==> config.mk <==
export PLATFORM = sky130hd
export DESIGN_NAME = debounced_digit_matrix_driver_core
export DESIGN_NICKNAME = d
export VERILOG_FILES = /design/src/ddm_pkg.sv /design/src/ddm_front.sv /design/src/ddm_queue.sv /design/src/ddm_back.sv /design/src/debounced_digit_matrix_driver_core.sv
export VERILOG_INCLUDE_DIRS = /design/src /design/src/src
export SDC_FILE = /design/constraint.sdc
export NUM_CORES = 2
export LEC_CHECK = 0
export ABC_AREA = 1
export CORE_ASPECT_RATIO = 0.75
export CORE_MARGIN = 1
export CORE_UTILIZATION = 42
export CTS_CLUSTER_DIAMETER = 200
export DETAILED_ROUTE_END_ITERATION = 7
export DONT_BUFFER_PORTS = 1
export HOLD_SLACK_MARGIN = 0.15
export PLACE_DENSITY = 0.67
export SLEW_MARGIN = 20
export SYNTH_ARGS = -nofsm -noshare
export SYNTH_HDL_FRONTEND = slang
export SYNTH_HIERARCHICAL = 1
export SYNTH_SLANG_ARGS = --single-unit
==> constraint.sdc <==
create_clock -name clk_i -period 11.2 [get_ports clk_i]
set_clock_uncertainty 0.2 [all_clocks]
set_input_delay 1.12 -clock clk_i [delete_from_list [all_inputs] [get_ports clk_i]]
set_output_delay 1.12 -clock clk_i [all_outputs]
set_load 0.05 [all_outputs]
==> src/debounced_digit_matrix_driver_core_assert.svh <==
// ----------------------------------------------------------------------------
// Assertion macros for the debounced digit matrix driver
// Immediate-implication and next-cycle checks, clocked on clk_i, off in reset.
// ----------------------------------------------------------------------------
`ifndef DEBOUNCED_DIGIT_MATRIX_DRIVER_CORE_ASSERT_SVH
`define DEBOUNCED_DIGIT_MATRIX_DRIVER_CORE_ASSERT_SVH

// Consequent must hold in the same cycle as the antecedent
`define DDM_ASSERT_SAME(lbl, ante, cons) \
  lbl: assert property (@(posedge clk_i) disable iff (!rst_ni) (ante) |-> (cons)) \
    else $error("ddm check failed (same cycle)");

// Consequent must hold in the cycle after the antecedent
`define DDM_ASSERT_NEXT(lbl, ante, cons) \
  lbl: assert property (@(posedge clk_i) disable iff (!rst_ni) (ante) |=> (cons)) \
    else $error("ddm check failed (next cycle)");

`endif

==> src/ddm_pkg.sv <==
// ----------------------------------------------------------------------------
// ddm_pkg
// Shared types, register indexes, font and pixel map for the digit driver.
// ----------------------------------------------------------------------------
`default_nettype none

package ddm_pkg;

  localparam int PIXEL_COUNT = 25;
  localparam int PIX_W       = 5;
  localparam int DIGIT_W     = 4;
  localparam int TS_W        = 32;
  localparam int COLOUR_W    = 24;
  localparam int BRIGHT_W    = 7;
  localparam int CFG_DATA_W  = 32;
  localparam int CFG_IDX_W   = 2;
  localparam int BUTTON_W    = 2;
  localparam int GLYPHS      = 10;
  localparam int FONT_ROWS_N = 5;

  // Largest digit shown
  localparam logic [DIGIT_W-1:0] DIGIT_MAX = 4'd9;

  // floor(v / 100) as (v * 5243) >> 19, exact for v below 2^15
  localparam int              PROD_W      = 15;
  localparam int              RECIP_W     = 13;
  localparam logic [RECIP_W-1:0] RECIP_MUL = 13'd5243;
  localparam int              RECIP_SHIFT = 19;
  localparam int              WIDE_W      = PROD_W + RECIP_W;

  // Register indexes
  localparam logic [CFG_IDX_W-1:0] CFG_DEBOUNCE   = 2'd0;
  localparam logic [CFG_IDX_W-1:0] CFG_UP_COLOUR  = 2'd1;
  localparam logic [CFG_IDX_W-1:0] CFG_DN_COLOUR  = 2'd2;
  localparam logic [CFG_IDX_W-1:0] CFG_BRIGHTNESS = 2'd3;

  // Button codes
  localparam logic [BUTTON_W-1:0] BTN_UP   = 2'd0;
  localparam logic [BUTTON_W-1:0] BTN_DOWN = 2'd1;

  typedef struct packed {
    logic [TS_W-1:0]     debounce_us;
    logic [COLOUR_W-1:0] up_colour;
    logic [COLOUR_W-1:0] down_colour;
    logic [BRIGHT_W-1:0] brightness;
  } cfg_t;

  // One frame request: digit to draw and its raw RGB colour
  typedef struct packed {
    logic [DIGIT_W-1:0]  digit;
    logic [COLOUR_W-1:0] colour;
  } cmd_t;

  typedef struct packed {
    logic full;
    logic empty;
  } qstat_t;

  // Physical pixel k shows font cell SERP_MAP[k]
  localparam logic [PIX_W-1:0] SERP_MAP [PIXEL_COUNT] = '{
    5'd24, 5'd23, 5'd22, 5'd21, 5'd20,
    5'd15, 5'd16, 5'd17, 5'd18, 5'd19,
    5'd14, 5'd13, 5'd12, 5'd11, 5'd10,
    5'd5,  5'd6,  5'd7,  5'd8,  5'd9,
    5'd4,  5'd3,  5'd2,  5'd1,  5'd0
  };

  // Row and column of each cell
  localparam logic [2:0] CELL_ROW [PIXEL_COUNT] = '{
    3'd0, 3'd0, 3'd0, 3'd0, 3'd0,
    3'd1, 3'd1, 3'd1, 3'd1, 3'd1,
    3'd2, 3'd2, 3'd2, 3'd2, 3'd2,
    3'd3, 3'd3, 3'd3, 3'd3, 3'd3,
    3'd4, 3'd4, 3'd4, 3'd4, 3'd4
  };
  localparam logic [2:0] CELL_COL [PIXEL_COUNT] = '{
    3'd0, 3'd1, 3'd2, 3'd3, 3'd4,
    3'd0, 3'd1, 3'd2, 3'd3, 3'd4,
    3'd0, 3'd1, 3'd2, 3'd3, 3'd4,
    3'd0, 3'd1, 3'd2, 3'd3, 3'd4,
    3'd0, 3'd1, 3'd2, 3'd3, 3'd4
  };

  // Glyph rows, bit 4 is the leftmost column
  localparam logic [4:0] FONT [GLYPHS][FONT_ROWS_N] = '{
    '{5'h0E, 5'h11, 5'h11, 5'h11, 5'h0E},
    '{5'h1C, 5'h04, 5'h04, 5'h04, 5'h0E},
    '{5'h1E, 5'h01, 5'h0E, 5'h10, 5'h1F},
    '{5'h1E, 5'h01, 5'h0E, 5'h01, 5'h1E},
    '{5'h12, 5'h12, 5'h1F, 5'h02, 5'h02},
    '{5'h1F, 5'h10, 5'h1E, 5'h01, 5'h1E},
    '{5'h0E, 5'h10, 5'h1E, 5'h11, 5'h0E},
    '{5'h1F, 5'h01, 5'h02, 5'h04, 5'h08},
    '{5'h0E, 5'h11, 5'h0E, 5'h11, 5'h0E},
    '{5'h0E, 5'h11, 5'h0F, 5'h01, 5'h0E}
  };

  // Is physical pixel pix lit for this digit
  function automatic logic pixel_lit(input logic [DIGIT_W-1:0] digit,
                                     input logic [PIX_W-1:0]   pix);
    logic [PIX_W-1:0] cell_idx;
    logic [2:0]       row;
    logic [2:0]       col;
    logic [4:0]       bits;
    cell_idx = SERP_MAP[pix];
    row      = CELL_ROW[cell_idx];
    col      = CELL_COL[cell_idx];
    if (digit > DIGIT_MAX) begin
      return 1'b0;
    end
    bits = FONT[digit][row];
    return bits[3'd4 - col];
  endfunction

endpackage

`default_nettype wire

==> src/ddm_front.sv <==
// ----------------------------------------------------------------------------
// ddm_front
// Debounces button words, steps the digit and queues frame requests.
// ----------------------------------------------------------------------------
`default_nettype none

module ddm_front
  import ddm_pkg::*;
(
  input  wire logic                clk_i,
  input  wire logic                rst_ni,
  input  wire cfg_t                cfg_i,
  input  wire logic                s_axis_tvalid,
  output logic                     s_axis_tready,
  input  wire logic [TS_W-1:0]     s_axis_tdata,   // timestamp_us
  input  wire logic [BUTTON_W-1:0] s_axis_tuser,   // button
  input  wire qstat_t              qstat_i,
  output logic                     push_o,
  output cmd_t                     cmd_o
);

  logic [TS_W-1:0]    last_ts_q, last_ts_d;
  logic [DIGIT_W-1:0] digit_q, digit_d;
  logic [TS_W-1:0]    delta;
  logic               accept, pass;

  // Room for a request is all we need to take a word
  assign s_axis_tready = !qstat_i.full;
  assign accept        = s_axis_tvalid && s_axis_tready;

  // Wrapping distance from the last accepted press
  assign delta = s_axis_tdata - last_ts_q;
  assign pass  = delta > cfg_i.debounce_us;

  // Digit step and request
  always_comb begin
    last_ts_d    = last_ts_q;
    digit_d      = digit_q;
    push_o       = 1'b0;
    cmd_o.colour = cfg_i.up_colour;
    if (accept && pass) begin
      last_ts_d = s_axis_tdata;
      case (s_axis_tuser)
        BTN_UP: begin
          digit_d = (digit_q >= DIGIT_MAX) ? '0 : digit_q + 4'd1;
          push_o  = 1'b1;
        end
        BTN_DOWN: begin
          digit_d      = (digit_q == '0 || digit_q > DIGIT_MAX) ? DIGIT_MAX
                                                               : digit_q - 4'd1;
          cmd_o.colour = cfg_i.down_colour;
          push_o       = 1'b1;
        end
        default: begin
        end
      endcase
    end
    cmd_o.digit = digit_d;
  end

  always_ff @(posedge clk_i or negedge rst_ni) begin
    if (!rst_ni) begin
      last_ts_q <= '0;
      digit_q   <= '0;
    end else begin
      last_ts_q <= last_ts_d;
      digit_q   <= digit_d;
    end
  end

endmodule

`default_nettype wire

==> src/ddm_queue.sv <==
// ----------------------------------------------------------------------------
// ddm_queue
// Two-entry request queue between the debounce front and the frame back.
// ----------------------------------------------------------------------------
`default_nettype none

module ddm_queue
  import ddm_pkg::*;
(
  input  wire logic clk_i,
  input  wire logic rst_ni,
  input  wire logic push_i,
  input  wire cmd_t cmd_i,
  input  wire logic pop_i,
  output cmd_t      cmd_o,
  output qstat_t    qstat_o
);

  cmd_t       slot_q [2];
  logic       wr_ptr_q, rd_ptr_q;
  logic [1:0] count_q;
  logic       do_push, do_pop;

  assign qstat_o.full  = count_q == 2'd2;
  assign qstat_o.empty = count_q == 2'd0;
  assign do_push       = push_i && !qstat_o.full;
  assign do_pop        = pop_i && !qstat_o.empty;
  assign cmd_o         = slot_q[rd_ptr_q];

  // Storage
  always_ff @(posedge clk_i) begin
    if (do_push) begin
      slot_q[wr_ptr_q] <= cmd_i;
    end
  end

  // Pointers and fill count
  always_ff @(posedge clk_i or negedge rst_ni) begin
    if (!rst_ni) begin
      wr_ptr_q <= 1'b0;
      rd_ptr_q <= 1'b0;
      count_q  <= '0;
    end else begin
      if (do_push) begin
        wr_ptr_q <= !wr_ptr_q;
      end
      if (do_pop) begin
        rd_ptr_q <= !rd_ptr_q;
      end
      case ({do_push, do_pop})
        2'b10:   count_q <= count_q + 2'd1;
        2'b01:   count_q <= count_q - 2'd1;
        default: count_q <= count_q;
      endcase
    end
  end

endmodule

`default_nettype wire

==> src/ddm_back.sv <==
// ----------------------------------------------------------------------------
// ddm_back
// Scales the colour and streams the 25 pixel words of one frame.
// ----------------------------------------------------------------------------
`default_nettype none

module ddm_back
  import ddm_pkg::*;
(
  input  wire logic                clk_i,
  input  wire logic                rst_ni,
  input  wire logic [BRIGHT_W-1:0] brightness_i,
  input  wire cmd_t                cmd_i,
  input  wire logic                cmd_valid_i,
  output logic                     pop_o,
  output logic                     m_axis_tvalid,
  input  wire logic                m_axis_tready,
  output logic [COLOUR_W-1:0]      m_axis_tdata,   // grb_pixel
  output logic                     m_axis_tlast    // last_pixel
);

  typedef enum logic [3:0] {
    ST_IDLE = 4'b0001,
    ST_MUL  = 4'b0010,
    ST_DIV  = 4'b0100,
    ST_EMIT = 4'b1000
  } state_e;

  state_e              state_q, state_d;
  logic [DIGIT_W-1:0]  digit_q;
  logic [COLOUR_W-1:0] colour_q;
  logic [PROD_W-1:0]   prod_q [3];
  logic [COLOUR_W-1:0] grb_q;
  logic [PIX_W-1:0]    pix_q;
  logic                load;
  logic                last_pix;
  logic [7:0]          scaled [3];

  // floor(prod / 100) with saturation; lane 0 red, 1 green, 2 blue
  always_comb begin
    for (int i = 0; i < 3; i++) begin
      logic [WIDE_W-1:0] wide;
      logic [WIDE_W-RECIP_SHIFT-1:0] quo;
      wide      = WIDE_W'(prod_q[i]) * WIDE_W'(RECIP_MUL);
      quo       = wide[WIDE_W-1:RECIP_SHIFT];
      scaled[i] = (quo > 9'd255) ? 8'hFF : quo[7:0];
    end
  end

  assign last_pix = pix_q == PIX_W'(PIXEL_COUNT - 1);
  assign load     = (state_q == ST_EMIT) && (!m_axis_tvalid || m_axis_tready);
  assign pop_o    = (state_q == ST_IDLE) && cmd_valid_i;

  // Sequencer
  always_comb begin
    state_d = state_q;
    case (state_q)
      ST_IDLE: if (cmd_valid_i) state_d = ST_MUL;
      ST_MUL:  state_d = ST_DIV;
      ST_DIV:  state_d = ST_EMIT;
      ST_EMIT: if (load && last_pix) state_d = ST_IDLE;
      default: state_d = ST_IDLE;
    endcase
  end

  // Datapath
  always_ff @(posedge clk_i) begin
    if (pop_o) begin
      digit_q  <= cmd_i.digit;
      colour_q <= cmd_i.colour;
    end
    if (state_q == ST_MUL) begin
      prod_q[0] <= PROD_W'(colour_q[23:16]) * PROD_W'(brightness_i);
      prod_q[1] <= PROD_W'(colour_q[15:8])  * PROD_W'(brightness_i);
      prod_q[2] <= PROD_W'(colour_q[7:0])   * PROD_W'(brightness_i);
    end
    if (state_q == ST_DIV) begin
      grb_q <= {scaled[1], scaled[0], scaled[2]};
    end
    if (load) begin
      m_axis_tdata <= pixel_lit(digit_q, pix_q) ? grb_q : '0;
      m_axis_tlast <= last_pix;
    end
  end

  // Control state and output valid
  always_ff @(posedge clk_i or negedge rst_ni) begin
    if (!rst_ni) begin
      state_q       <= ST_IDLE;
      pix_q         <= '0;
      m_axis_tvalid <= 1'b0;
    end else begin
      state_q <= state_d;
      if (state_q == ST_DIV) begin
        pix_q <= '0;
      end else if (load) begin
        pix_q <= pix_q + 5'd1;
      end
      if (load) begin
        m_axis_tvalid <= 1'b1;
      end else if (m_axis_tready) begin
        m_axis_tvalid <= 1'b0;
      end
    end
  end

endmodule

`default_nettype wire

==> src/debounced_digit_matrix_driver_core.sv <==
// ----------------------------------------------------------------------------
// debounced_digit_matrix_driver_core
// Debounced up/down digit counter drawn on a 5x5 GRB pixel matrix.
// ----------------------------------------------------------------------------
// Input stream: one word per button event, timestamp in tdata, button in
// tuser. A press is kept when its wrapping distance from the last kept press
// exceeds debounce_us; up and down presses step the digit 0..9 with wrap.
// Output stream: each up or down step yields a frame of 25 GRB words in
// serpentine order, tlast on the 25th. Other buttons only refresh the time.
// The press passes the queue, multiply, divide-by-reciprocal and output
// register before the first pixel is offered; then one word a cycle while
// the receiver is ready.
// A two-deep request queue lets the input keep taking presses while a frame
// streams; tready drops only when two frames are pending.
// A stalled receiver holds the output word; the sequencer waits on it.
// Reset clears the digit and stored time to zero and loads the register
// defaults (debounce 200000 us, red up, blue down, brightness 2 percent).
// Write registers (cfg_we_i/cfg_idx_i/cfg_wdata_i) only while idle; unchecked.
// ----------------------------------------------------------------------------
`default_nettype none

`include "debounced_digit_matrix_driver_core_assert.svh"

module debounced_digit_matrix_driver_core
  import ddm_pkg::*;
(
  input  wire logic                  clk_i,
  input  wire logic                  rst_ni,
  input  wire logic                  cfg_we_i,
  input  wire logic [CFG_IDX_W-1:0]  cfg_idx_i,
  input  wire logic [CFG_DATA_W-1:0] cfg_wdata_i,
  input  wire logic                  s_axis_tvalid,
  output logic                       s_axis_tready,
  input  wire logic [TS_W-1:0]       s_axis_tdata,   // [31:0] timestamp_us
  input  wire logic [BUTTON_W-1:0]   s_axis_tuser,   // [1:0] button
  output logic                       m_axis_tvalid,
  input  wire logic                  m_axis_tready,
  output logic [COLOUR_W-1:0]        m_axis_tdata,   // [23:0] grb_pixel
  output logic                       m_axis_tlast    // last_pixel
);

  cfg_t   cfg_q;
  logic   q_push, q_pop;
  cmd_t   push_cmd, head_cmd;
  qstat_t q_stat;

  // Register file
  always_ff @(posedge clk_i or negedge rst_ni) begin
    if (!rst_ni) begin
      cfg_q.debounce_us <= 32'd200000;
      cfg_q.up_colour   <= 24'hFF0000;
      cfg_q.down_colour <= 24'h0000FF;
      cfg_q.brightness  <= 7'd2;
    end else if (cfg_we_i) begin
      case (cfg_idx_i)
        CFG_DEBOUNCE:   cfg_q.debounce_us <= cfg_wdata_i;
        CFG_UP_COLOUR:  cfg_q.up_colour   <= cfg_wdata_i[COLOUR_W-1:0];
        CFG_DN_COLOUR:  cfg_q.down_colour <= cfg_wdata_i[COLOUR_W-1:0];
        CFG_BRIGHTNESS: cfg_q.brightness  <= cfg_wdata_i[BRIGHT_W-1:0];
        default: begin
        end
      endcase
    end
  end

  ddm_front u_front (
    .clk_i         (clk_i),
    .rst_ni        (rst_ni),
    .cfg_i         (cfg_q),
    .s_axis_tvalid (s_axis_tvalid),
    .s_axis_tready (s_axis_tready),
    .s_axis_tdata  (s_axis_tdata),
    .s_axis_tuser  (s_axis_tuser),
    .qstat_i       (q_stat),
    .push_o        (q_push),
    .cmd_o         (push_cmd)
  );

  ddm_queue u_queue (
    .clk_i   (clk_i),
    .rst_ni  (rst_ni),
    .push_i  (q_push),
    .cmd_i   (push_cmd),
    .pop_i   (q_pop),
    .cmd_o   (head_cmd),
    .qstat_o (q_stat)
  );

  ddm_back u_back (
    .clk_i         (clk_i),
    .rst_ni        (rst_ni),
    .brightness_i  (cfg_q.brightness),
    .cmd_i         (head_cmd),
    .cmd_valid_i   (!q_stat.empty),
    .pop_o         (q_pop),
    .m_axis_tvalid (m_axis_tvalid),
    .m_axis_tready (m_axis_tready),
    .m_axis_tdata  (m_axis_tdata),
    .m_axis_tlast  (m_axis_tlast)
  );

  // A request is never offered to a full queue, nor taken from an empty one
  `DDM_ASSERT_SAME(a_push_room, q_push, !q_stat.full)
  `DDM_ASSERT_SAME(a_pop_data, q_pop, !q_stat.empty)
  // Queued digits stay within the font
  `DDM_ASSERT_SAME(a_digit_range, q_push, push_cmd.digit <= DIGIT_MAX)
  // A pushed request is visible to the back end next cycle
  `DDM_ASSERT_NEXT(a_push_seen, q_push, !q_stat.empty)

endmodule

`default_nettype wire
== Word level (Yosys, flattened, before mapping) ==
Memory sizes are Yosys's and may differ from the RTL's. A register that Yosys moved wholly into a read port is not among the register bits.
Index checks and enable logic that the tools add are counted.

* Add/sub/neg operators: 7
* Multipliers: 6
* Order comparisons: 12
* Equality and inequality tests: 14
* Mux-type cells: 38
* Bitwise operators: 4
* Reductions and logical operators: 27

{| class="wikitable"
|+ Operators by type and width
! cell !! number
|-
| multiplier 15 x 13 -> 28 bit, second input constant || 3
|-
| two-way mux 25 bit || 2
|-
| two-way mux 24 bit || 2
|-
| multiplier 8 x 7 -> 15 bit || 3
|-
| greater-than comparator 32 bit || 1
|-
| subtractor 32 bit || 1
|-
| two-way mux 5 bit || 6
|-
| greater-than comparator 9 x 8 -> 1 bit, second input constant || 3
|-
| two-way mux 4 bit || 5
|-
| case mux 4 bit (4 select lines) || 1
|-
| binary-select mux 5 bit (select 3 bit) || 1
|-
| two-way mux 1 bit || 14
|-
| greater-or-equal comparator 6 bit, second input constant || 2
|-
| two-way mux 3 bit || 4
|-
| inverter 5 -> 6 bit || 2
|-
| AND reduction 2 bit || 5
|-
| equality test 2 bit, second input constant || 4
|-
| greater-or-equal comparator 4 bit, second input constant || 2
|-
| greater-than comparator 4 bit, second input constant || 2
|-
| case mux 4 bit (2 select lines) || 1
|-
| logical AND 1 bit || 7
|-
| equality test 2 x 1 -> 1 bit, second input constant || 3
|-
| logical NOT 2 bit || 3
|-
| nonzero test 2 bit || 3
|-
| 22 further kinds || 28
|}

* Register bits: 186
* RAM bits: 101
* Memory bits (read-only): 752
* Input bits: 73
* Output and inout bits: 27
* Logic and storage cells: 131
* Memories kept: 6

{| class="wikitable"
|+ Memories
! memory !! words !! width !! read ports !! clocked after memory_dff !! write ports !! RTL line !! RTL
|-
| (no name shown) || 16 || 25 || 1 || 0 || 0 || ddm_pkg.sv:111 || <nowiki>bits = FONT[digit][row];</nowiki>
|-
| (no name shown) || 32 || 5 || 1 || 0 || 0 || ddm_pkg.sv:105 || <nowiki>cell_idx = SERP_MAP[pix];</nowiki>
|-
| (no name shown) || 32 || 3 || 1 || 0 || 0 || ddm_pkg.sv:107 || <nowiki>col = CELL_COL[cell_idx];</nowiki>
|-
| (no name shown) || 32 || 3 || 1 || 0 || 0 || ddm_pkg.sv:106 || <nowiki>row = CELL_ROW[cell_idx];</nowiki>
|-
| u_queue.slot_q || 2 || 28 || 1 || 1 || 1 || ddm_queue.sv:19 || <nowiki>cmd_t slot_q [2];</nowiki>
|-
| u_back.prod_q || 3 || 15 || 3 || 0 || 3 || ddm_back.sv:32 || <nowiki>logic [PROD_W-1:0] prod_q [3];</nowiki>
|}

== Logic depth before layout (Yosys ltp) ==
* Depth after elaboration: 16
* Gate-level depth with buffers: 33

== Modules after synthesis ==
The synthesis kept the hierarchy.

{| class="wikitable"
|+ By module, submodules not included
! module !! instances !! cells an instance !! area an instance (um2) !! sequential area each (um2)
|-
| ddm_back || 1 || 2,324 || 21,692.1 || 3,915.0
|-
| ddm_front || 1 || 875 || 5,143.7 || 900.9
|-
| debounced_digit_matrix_driver_core || 1 || 388 || 3,691.0 || 2,205.9
|-
| ddm_queue || 1 || 179 || 2,274.7 || 1,781.7
|}

== Least setup slack after synthesis ==
Ideal clock, no wire load.

* Path kind: in2reg
* From: input s_axis_tdata[0]
* To: memory u_queue/slot_q[1][0] (netlist name) (enable)
* Library setup time: 413 ps
* Data arrival time: 5,111 ps
* Path slack: 5,476 ps
* Stages on the path: 26
* Buffers on the path: 1
* Cell sequence: inv_1 -> ha_1 -> inv_1 -> fa_1 -> nand2_1 -> nand2_1 -> nand2_1 -> inv_1 -> a21oi_1 -> o21ai_1 -> nand2_1 -> nand2_1 -> nand2_1 -> nand2_1 -> ha_1 -> nand2_1 -> nor2_1 -> nand3b_1 -> nor3b_2 -> nand2_1 -> nand2_2 -> nand2_4 -> buf_6 -> nor2_1 -> o21ai_1 -> nor2_1

* Longest elaborated chain between the ends: 7

{| class="wikitable"
|+ Ends and longest elaborated chain
! element !! RTL line !! RTL
|-
| from (decl) || debounced_digit_matrix_driver_core.sv:34 || <nowiki>input wire logic [TS_W-1:0] s_axis_tdata,</nowiki>
|-
| subtractor 32 bit || ddm_front.sv:32 || <nowiki>assign delta = s_axis_tdata - last_ts_q;</nowiki>
|-
| greater-than comparator 32 bit || ddm_front.sv:33 || <nowiki>assign pass = delta > cfg_i.debounce_us;</nowiki>
|-
| logical AND 1 bit || ddm_front.sv:41 || <nowiki>if (accept && pass) begin</nowiki>
|-
| two-way mux 1 bit || ddm_front.sv:41 ||
|-
| via q_push || debounced_digit_matrix_driver_core.sv:43 || <nowiki>logic q_push, q_pop;</nowiki>
|-
| logical AND 1 bit || ddm_queue.sv:26 || <nowiki>assign do_push = push_i && !qstat_o.full;</nowiki>
|-
| two-way mux 1 bit || ddm_queue.sv:32 || <nowiki>if (do_push) begin</nowiki>
|-
| two-way mux 1 bit (implied by the code) || ddm_queue.sv:33 || <nowiki>slot_q[wr_ptr_q] <= cmd_i;</nowiki>
|-
| to (decl) || ddm_queue.sv:19 ||
|}

The timed path passes the listed nets, and every way through them passes these cells.

== Worst setup path in the final report ==
* From: input s_axis_tdata[0]
* To: memory u_queue/slot_q[1][1] (netlist name) (enable)

The elaborated chain is that of the path after synthesis.

==> metrics.md <==
| Metric | Value |
|---|---|
| Status | complete, no violations |
| Layout cells sized above 1 | 4.57% |
| Buffers on Ports | 0 |
| Drt initial violations | 1455 |
| ANT nets after route | 0 |
| Post-synth top flop | edfxtp_1 |
| Clock latency on the worst-skew pair | 0.58 ns |
| GPL Wtd Cong | 0.906 |
| Post-synth cell types | between 50 and 60 |
| Core area | slightly below 80000 um2 |
| Worst slack at placement | 4.91 ns |
| Minimum clock period | 5.77 ns |
| First-pass GRT wire length | 119000 um |
| Placed Area | 33700 um2 |
| Routed WL per cell | 14.8 um |
| Die area | 79200 um2 |
| Crit path capture type | register |
| Sequential fraction of the synthesis area | between 20 and 30% |
| Achievable Freq | 0.173 GHz |
| Worst-Margin Slew | 1.14 ns |
| Synth top area share | 18.3% |
| Syn Inst Count | 3766 |
| Final wirelength | just over 70000 um |
| Grt ovf | 0 |
| Worst R2R Path Depth | 21 |
| Initial antenna violation count | 1 |
| Async set-reset flop share out of synthesis | 43.5% |
| Synth cell count leaders | 997 x nand2_1, 749 x inv_1, 481 x ha_1 |
| Die Wd | 325 um |
| # fillers | 7494 |
| TritonCTS sink count | 315 |
| CTS max path bufs | 3 |
| Period Utilization, post-route | 51.5% |
| GRT Overall Usage | between 10% and 20% |
| Hold Crit Class | in2async |
| Via density | approximately 5 |
| Final Hold Vio Count | 0 |
| Design Area, Final | 35000 um2 |
| H-tree depth | 2 |
| Area contributors post-synth | ha_1 18%, fa_1 18%, edfxtp_1 16% |
| # IOs | 100 |
| Syn Nets | 4615 |
| FF+latch count, synth | 315 |
| Clock root buffer | clkbuf_16 |
| Reg clk slew, reported paths | about 0.06 ns |
| Post-synth EDFFs | 178 |
| Most frequent cell after synthesis | nand2_1 |
| Ys Warns | 6 |
| Initial Util | 42.6% |
| Slew HR | 24.3% |
| Post-route setup TNS | 0 ns |
| CTS tree | built |
| Setup slack after layout | 5.43 ns |
| CP Data Arrival Time | 5.78 ns |
| Crit path max fanout | between 60 and 70 |
| DP HPWL | 55200 um |
| Setup crit start kind | input pin |
| Drt drc | 0 |
| Mapped Avg Cell Area | ~8.7 um2 |
| CTS Buf Count | 37 |
| Vias in the first global route | 23100 |
| Layout area overhead | 6.61% |
| Area leader, netlist | ha_1 |
| Crit Path Class | in2reg |
| Largest net degree at the start of global routing | 114 |
| Cell area after synthesis | 32800 um2 |
| Final net count | 4589 |
| Max-slew violations | 0 |
| Die Ht | 244 um |
| Row Count | 88 |
| Via count | 23500 |
| Final setup violation count | 0 |
| N_diodes | 0 |
| 1st-pass router iterations | 5 |
| Max-cap violations | 0 |
| RSZ-0062 raised after global routing | no |
| Worst EP required | 11.21 ns |
path summary, 6_finish.rpt:
| kind | slack, ns | from | endpoint |
|---|---|---|---|
| min in group clk_i | 0.26 | cfg_q[9] | cfg_q[9] |
| max in group asynchronous | 10.02 | rst_ni | cfg_q[25] |
| worst min-delay path | 0.19 | rst_ni | cfg_q[66] |
| worst max-delay path | 5.43 | s_axis_tdata[0] | u_queue/slot_q[1][1] |
| worst max register to register | 5.49 | u_back/prod_q[0][41] | u_back/grb_q[1] |
| worst min register to register | 0.26 | cfg_q[9] | cfg_q[9] |
kinds of logic after synthesis:
| logic type | count (synthesis) | synth area share (%) |
|---|---|---|
| xor gates and xnor gates | 84 | 2.27 |
| buffers and inverters | 843 | 10.4 |
| adders and majority gates | 776 | 36.4 |
| and+or+nand+nor | 1461 | 19.3 |
| DFF | 315 | 26.8 |
| AOI/OAI and AO/OA | 287 | 4.85 |
cells in the final DEF, fill, tap and decap left out, drive strengths merged:
| cell type | n |
|---|---|
| nand2 | 1013 |
| inv | 767 |
| ha | 481 |
| fa | 295 |
| nand3 | 190 |
| edfxtp | 178 |
| a21oi | 153 |
| nor2 | 149 |
| dfrtp | 113 |
| o21ai | 75 |
| nand4 | 69 |
| xor2 | 61 |
| clkbuf | 42 |
| nor3 | 25 |
| dfstp | 24 |
| xnor2 | 23 |
| o21bai | 19 |
| buf | 15 |
| a21o | 11 |
| clkinv | 10 |
| o211ai | 7 |
| o21a | 7 |
| a21boi | 6 |
| clkinvlp | 5 |
| bufinv | 5 |
| nand3b | 4 |
| nor4 | 4 |
| a31oi | 4 |
| nor3b | 3 |
| a211oi | 2 |
| or4 | 1 |
| o221ai | 1 |
| o2bb2ai | 1 |
| o22ai | 1 |
| or2 | 1 |
| and3b | 1 |
| nand2b | 1 |
per-stage QoR:
step / cells / utilization [%] / hold WS [ns]
after floorplan: 3766 / - / 0.242
final: 4802 / 45.4 / 0.193
after CTS: 4802 / 45.4 / 0.158
after global placement: 4735 / 43.7 / 0.252
after detailed placement: 4735 / 43.7 / 0.254
after global routing: 4802 / 45.4 / 0.165
sequential cells by signal, indices dropped and copies added (netlist names):
name                  cells
cfg_q                    87
u_queue/slot_q           56
u_front/last_ts_q        32
u_queue/wr_ptr_q          1
u_back/colour_q          24
u_back/grb_q             24
u_back/digit_q            4
u_back/prod_q            45
u_back/m_axis_tvalid      1
u_queue/rd_ptr_q          1
u_back/m_axis_tlast       1
u_back/state_q            4
u_back/m_axis_tdata      24
u_front/digit_q           4
u_back/pix_q              5
u_queue/count_q           2
critical path: stages:
cell	delay, ns
inv_1	0.04
ha_1	0.13
inv_1	0.06
fa_1	0.40
nand2_1	0.08
nand2_1	0.07
nand2_1	0.09
inv_1	0.05
a21oi_1	0.40
o21ai_1	0.19
nand2_1	0.12
nand2_1	0.05
nand2_1	0.06
nand2_1	0.05
ha_1	0.26
nand2_1	0.06
nor2_1	0.05
nand3b_1	0.12
nor3b_2	0.08
a21oi_4	0.11
buf_4	0.62
nand2_4	0.61
nor2_1	0.29
o21ai_1	0.17
nor2_2	0.10
buf_4	0.36
per-layer routing:
| layer | up-vias | routed length [um] | global-route usage [%] |
|---|---|---|---|
| li1 | 11800 | - | - |
| met1 | 11100 | 35700 | 27.2 |
| met2 | 503 | 29700 | 27.2 |
| met3 | 67 | 4450 | 3.67 |
| met4 | 2 | 1250 | 3.69 |
| met5 | - | 14 | 0 |
cell type report:
type / count / area, um2 / area share (%)
inverter: 763 / 2870 / 8.21
timing repair buffer: 15 / 133 / 0.379
clock buffer: 42 / 966 / 2.76
sequential: 315 / 8800 / 25.2
clock inverter: 24 / 300 / 0.859
multi-input combinational: 2608 / 20600 / 58.9
tap: 1035 / 1290 / 3.70
timing repair:
item,in CTS,in global routing
setup buffers,0,0
hold buffers,1,0
gates resized for setup,0,0
endpoints found under the hold margin,113,0
Power is not shown: default switching activity piles up to over one toggle a cycle in this logic, so the estimate is an artifact.
